==> src/rtl/wolff_cluster_flip_engine_defines.svh <==
// ---------------------------------------------------------------------------
// Wolff cluster flip engine: assertion macros
// Shared property shorthands for the clocked checks in the RTL.
// ---------------------------------------------------------------------------
`ifndef WOLFF_CLUSTER_FLIP_ENGINE_DEFINES_SVH
`define WOLFF_CLUSTER_FLIP_ENGINE_DEFINES_SVH

// same-cycle implication, disabled in reset
`define WCF_ASSERT_IMPL(label, ante, cons) \
  label: assert property (@(posedge clk) disable iff (!rst_n) (ante) |-> (cons)) \
    else $error("wcf check failed");

// next-cycle implication, disabled in reset
`define WCF_ASSERT_NEXT(label, ante, cons) \
  label: assert property (@(posedge clk) disable iff (!rst_n) (ante) |=> (cons)) \
    else $error("wcf check failed");

`endif

==> src/rtl/wcf_pkg.sv <==
// ---------------------------------------------------------------------------
// wcf_pkg
// Lattice geometry, request codes, command/status structs, helper functions.
// ---------------------------------------------------------------------------
`default_nettype none

package wcf_pkg;

  localparam int SIDE_BITS = 7;
  localparam int SIDE      = 1 << SIDE_BITS;
  localparam int SITE_BITS = 2 * SIDE_BITS;
  localparam int NSITES    = 1 << SITE_BITS;
  localparam int SP_BITS   = SITE_BITS + 1;
  localparam int CNT_BITS  = 15;
  localparam int MAG_BITS  = 16;
  localparam int ENT_BITS  = SITE_BITS + 2;

  localparam logic [1:0] REQ_WRITE  = 2'd0;
  localparam logic [1:0] REQ_READ   = 2'd1;
  localparam logic [1:0] REQ_UPDATE = 2'd2;

  localparam logic [1:0] DIR_UP     = 2'd0;
  localparam logic [1:0] DIR_DOWN   = 2'd1;
  localparam logic [1:0] DIR_LEFT   = 2'd2;
  localparam logic [1:0] DIR_RIGHT  = 2'd3;

  localparam logic       CFG_THRESHOLD = 1'b0;
  localparam logic       CFG_SEED      = 1'b1;

  localparam logic [31:0] THR_RESET = 32'd1380000000;
  localparam logic [31:0] RNG_RESET = 32'd1;
  localparam logic signed [MAG_BITS-1:0] SUM_RESET = MAG_BITS'(NSITES);

  typedef struct packed {
    logic clr_wr;     // clearing pass write
    logic in_load;    // latch accepted word
    logic req_fin;    // finish read/write/unused request
    logic seed_draw;  // step generator, read seed spin
    logic seed_flip;  // flip seed, push it
    logic top_proc;   // advance top entry, read neighbor spin
    logic nb_proc;    // test neighbor, maybe join and push
    logic upd_fin;    // finish update
  } cmd_t;

  typedef struct packed {
    logic       clr_done;
    logic       sp_zero;
    logic       out_busy;
  } sts_t;

  function automatic logic [31:0] xs32(input logic [31:0] x);
    logic [31:0] a;
    logic [31:0] b;
    a = x ^ (x << 13);
    b = a ^ (a >> 17);
    return b ^ (b << 5);
  endfunction

  function automatic logic [SITE_BITS-1:0] neighbor(input logic [SITE_BITS-1:0] s,
                                                    input logic [1:0] dir);
    logic [SIDE_BITS-1:0] row;
    logic [SIDE_BITS-1:0] col;
    row = s[SITE_BITS-1:SIDE_BITS];
    col = s[SIDE_BITS-1:0];
    unique case (dir)
      DIR_UP:   row = row - 1'b1;
      DIR_DOWN: row = row + 1'b1;
      DIR_LEFT: col = col - 1'b1;
      default:  col = col + 1'b1;
    endcase
    return {row, col};
  endfunction

endpackage

`default_nettype wire

==> src/rtl/wcf_ctrl.sv <==
// ---------------------------------------------------------------------------
// wcf_ctrl
// Sequencer: clearing pass, request dispatch, cluster walk steps.
// ---------------------------------------------------------------------------
`default_nettype none

module wcf_ctrl (
  input  wire logic          clk,
  input  wire logic          rst_n,
  input  wire logic          in_valid,
  output logic               in_ready,
  input  wire logic [1:0]    in_req,
  input  wire wcf_pkg::sts_t sts,
  output wcf_pkg::cmd_t      cmd
);

  typedef enum logic [2:0] {
    S_CLEAR, S_IDLE, S_REQ, S_DRAW, S_SEED, S_POP, S_TOP, S_NB
  } state_t;

  state_t state_r, state_nxt;
  logic   accept;

  assign in_ready = (state_r == S_IDLE) && !sts.out_busy;
  assign accept   = in_valid && in_ready;

  always_comb begin
    cmd       = '0;
    state_nxt = state_r;
    unique case (state_r)
      S_CLEAR: begin
        cmd.clr_wr = 1'b1;
        if (sts.clr_done) state_nxt = S_IDLE;
      end
      S_IDLE: begin
        if (accept) begin
          cmd.in_load = 1'b1;
          state_nxt   = (in_req == wcf_pkg::REQ_UPDATE) ? S_DRAW : S_REQ;
        end
      end
      S_REQ: begin
        cmd.req_fin = 1'b1;
        state_nxt   = S_IDLE;
      end
      S_DRAW: begin
        cmd.seed_draw = 1'b1;
        state_nxt     = S_SEED;
      end
      S_SEED: begin
        cmd.seed_flip = 1'b1;
        state_nxt     = S_POP;
      end
      S_POP: begin
        if (sts.sp_zero) begin
          cmd.upd_fin = 1'b1;
          state_nxt   = S_IDLE;
        end else begin
          state_nxt = S_TOP;
        end
      end
      S_TOP: begin
        cmd.top_proc = 1'b1;
        state_nxt    = S_NB;
      end
      default: begin
        cmd.nb_proc = 1'b1;
        state_nxt   = S_POP;
      end
    endcase
  end

  always_ff @(posedge clk) begin
    if (!rst_n) begin
      state_r <= S_CLEAR;
    end else begin
      state_r <= state_nxt;
    end
  end

endmodule

`default_nettype wire

==> config.mk <==
export PLATFORM = sky130hd
export DESIGN_NAME = wcf_ctrl
export DESIGN_NICKNAME = d
export VERILOG_FILES = /design/src/rtl/wolff_cluster_flip_engine_defines.svh /design/src/rtl/wcf_pkg.sv /design/src/rtl/wcf_ctrl.sv
export SDC_FILE = /design/constraint.sdc
export NUM_CORES = 1
export LEC_CHECK = 0
export CAP_MARGIN = 40
export CORE_AREA = 2 2 39 41
export CTS_BUF_LIST = sky130_fd_sc_hd__clkbuf_4 sky130_fd_sc_hd__clkbuf_8
export CTS_CLUSTER_SIZE = 24
export DETAILED_ROUTE_END_ITERATION = 10
export DIE_AREA = 0 0 41 43
export DONT_BUFFER_PORTS = 1
export GPL_TIMING_DRIVEN = 0
export PLACE_DENSITY_LB_ADDON = 0.08
export SKIP_CTS_REPAIR_TIMING = 1
export SLEW_MARGIN = 20
export SYNTH_ARGS = -nofsm -noshare
export SYNTH_HDL_FRONTEND = slang
export SYNTH_SLANG_ARGS = --single-unit
==> constraint.sdc <==
create_clock -name clk -period 1 [get_ports clk]
set_input_delay 0.2 -clock clk [delete_from_list [all_inputs] [get_ports clk]]
set_output_delay 0.2 -clock clk [all_outputs]
set_load 0.01 [all_outputs]
Yosys cells after proc, flatten, opt, wreduce, memory -nomap -nowiden --
Index checks and enable logic that the tools add are counted.
Storage, ports and cells: input bits 8, bits in registers 3, output and inout bits 9, word-level logic and storage cells 31
Cells by class: reduce and logical (&&, ||, !) cells 6, equality and inequality tests 9, muxes and demuxes 15
Operators by type and width (count):
- $pmux W3 S6 | 1
- $mux W1 | 11
- $eq A3 B3 Y1 const B | 3
- $mux W3 | 3
- $reduce_or A7 Y1 | 1
- $eq A3 B2 Y1 const B | 2
- $ne A2 B2 Y1 const B | 2
- $eq A3 B1 Y1 const B | 1
- $logic_not A3 Y1 | 1
- $eq A2 B2 Y1 const B | 1
- $logic_and A1 B1 Y1 | 2
- $reduce_and A2 Y1 | 1
- $logic_not A1 Y1 | 1

Depth between registers and ports, before layout --
word-level depth 5, mapped depth 4, mapped depth without buffers 3

Least setup slack after synthesis --
Ideal clock, no wire load.
path kind register -> output, start point reg state_r[2], end point out in_ready, slack -147 ps, data required time 800 ps, buffers on the path 1, arrival time 947 ps, stages on the path, launching flop included 3, cells stage by stage dfxtp_1 -> buf_2 -> nor4b_1
On the way: word-level cells in the longest chain between the ends 2
RTL lines:
- start, declared | line wcf_ctrl.sv:21 | state_t state_r, state_nxt;
- start signal, assigned | line wcf_ctrl.sv:76 | state_r <= state_nxt;
- $eq A3 B1 Y1 | line wcf_ctrl.sv:24 | assign in_ready = (state_r == S_IDLE) && !sts.out_busy;
- $logic_and A1 B1 Y1 | line wcf_ctrl.sv:24
- end, declared | line wcf_ctrl.sv:11 | output logic in_ready,
Every way passes these cells.

==> flow_summary.toml <==
[finish]
num_antenna_cells = 0
layout_common_cells = "4 x buf_6, 4 x clkbuf_4, 4 x buf_4"
multi_input_area_sq_um = 259
drive_above_1_share_pct = 82.5
area_growth_pct = 96.9
seq_area_sq_um = 66.3
final_core_util_pct = 34.0
layout.nets = 49
top_register = "state_r"
num-fill-cells = 151
stdcell_count = 56
reg_top3 = "state_r (3)"
largest_register_ffs = 3

[clock_network]
clockRootBuffer = "clkbuf_4"
htreeDepth = 1
cts.clk_slew.worst_paths_ns = 0.04
tritoncts = "done"
cts_made_buffers = 3
cts.sinks = 3
clockBufferDepth = 2
clk_latency_ns = 0.24

[power]
p_switching_mw = 0.135
p_leak_nw = 0.181
seqPwrFrac_pct = 26.3
clockPowerShare_pct = 51.6
swShare_pct = 27.3
ir_drop_uv = 443
p_int_mw = 0.360
combPwrFrac_pct = 22.1
powerDensity_mw_per_mm2 = 1050

[drt]
drtPass1Iterations = 2
wl_per_cell_um = 15.2
drcViolationCount = 0
routed-via-count = 259
antenna_left = 0
drtIter0Drc = 4
viasPerCell = 4.63
drt-total-wl_um = 849

[critical_path]
cp_top_family = "simple AND/OR/NAND/NOR gates"
setup.worst_path.start_class = "flop"
crit_chain = "buf_6 > nand3b_1 > nor3_4"
required_ns = 0.80
worst-path-buf-inv = 1
arrival_ns = 1.05
slowest_delay_ns = 0.34
slowest_stage = "dfxtp_2"
critPathMaxFanout = 5
critical_path.endpoint_type = "primary output"
crit_type = "reg -> out"

[global_routing]
grt_pass1_wl_mm = 1.00
grt_max_degree = 11
grt.overflow.total = 0
use_met2_pct = 10.9
grtUsageMet3_pct = 7.85
grtUsageMet1_pct = 9.90
antenna_found_initial = 0
track_usage_pct = 9.62
grt_pass1_vias = 227
gr-max-usage-layer = "met2"

[die]
dieArea_sq_mm = 0.00176
io_pins = 17
fp.dieH_um = 43
core_area_sq_mm = 0.00138
placementRows = 14
fp.dieW_um = 41
start_util_pct = 17.3

[placement]
io_buffers = 0
dp.final_hpwl_um = 468
gp_congestion = 0.601
dpl.cell_count = 45

[flow_run]
cap_violations = 0

[logic_synthesis]
syn_avg_cell_area_sq_um = 8.24
synthesis.instances = 29
synth-main-ff-cell = "dfxtp_1"
ys_seq_area_share_pct = 25.1
syn_area_sq_um = 239
synth_edf_count = 0
synthArstFlopShare_pct = 0
synth_cell_types = 19
ys_warn_count = 0
syn_nets = 37
ys_ff_latch = 3

[timing]
period_share_pct = 125
maxSlewHeadroom_pct = 82.5
rsz0062_at_grt = "yes"
slew_violations = 0
setup_tns_ns = -1.79
worst_pin_slew_ns = 0.261
final.setup.worst_slack_ns = -0.252
hold_viol_final = 0
fmax_ghz = 0.799
timing.final.setup_violations = 11
fin_crit_ns = 1.25
skew_ns = 0.00483

[min_path]
hold_class = "in -> reg"

[status]
failed_checks = "negative setup slack"
outcome = "complete, but fails checks"
-- cell usage after synthesis (2+ instances only) --
cell | number | area, sq um
buf_2 | 2 | 10.0
dfxtp_1 | 3 | 60.1
nand2_1 | 4 | 15.0
nor2_1 | 4 | 15.0
nor3_1 | 2 | 10.0
-- power groups by stage --
| stage | Sequential [mW] | Combinational [mW] | Clock, mW |
|---|---|---|---|
| after detailed placement | 0.131 | 0.0648 | 0 |
| final | 0.130 | 0.110 | 0.256 |
| after floorplan | 0.130 | 0.0573 | 0 |
| after CTS | 0.129 | 0.0645 | 0.263 |
| after global routing | 0.131 | 0.117 | 0.279 |
| after global placement | 0.131 | 0.0646 | 0 |
-- metrics by stage --
| stage | setup slack, ns | power (mW) | hold slack (ns) | area (sq um) |
|---|---|---|---|---|
| finish | -0.252 | 0.495 | 0.0768 | 470 |
| global route | -0.304 | 0.527 | 0.0677 | 470 |
| CTS | -0.340 | 0.457 | 0.0772 | 302 |
| detailed placement | -0.0917 | 0.196 | 0.333 | 272 |
| global placement | -0.0860 | 0.195 | 0.341 | 272 |
| floorplan | -0.0314 | 0.188 | 0.328 | 251 |
-- worst paths after layout --
check	slack, ns	end	startpoint	cells past startpoint
max	-0.25	cmd[6]	state_r[0]	3
min reg2reg	0.66	state_r[2]	state_r[2]	3
max reg2reg	-0.11	state_r[0]	state_r[0]	5
min	0.08	state_r[1]	rst_n	1
-- layer usage --
layer  up-vias  wire length (um)
met5         -                 0
met4         0                14
met3         2                76
met2        15               454
met1       118               302
li1        124                 -
-- logic make-up (layout without fill, tap and decap cells) --
logic type             after synthesis  after routing  share of synthesized area, %
and+or+nand+nor                     20             20                          55.5
AOI/OAI and AO/OA                    3              3                          10.5
DFF                                  3              3                          25.1
buffers and inverters                3             14                          8.90
-- area by class of cell --
class,count,area share [%]
sequential,3,14.1
multi-input combinational,23,55.1
buffer,3,7.98
clock buffer,4,6.38
timing repair buffer,7,12.2
tap,16,4.26
(Power assumes the default switching activity.)
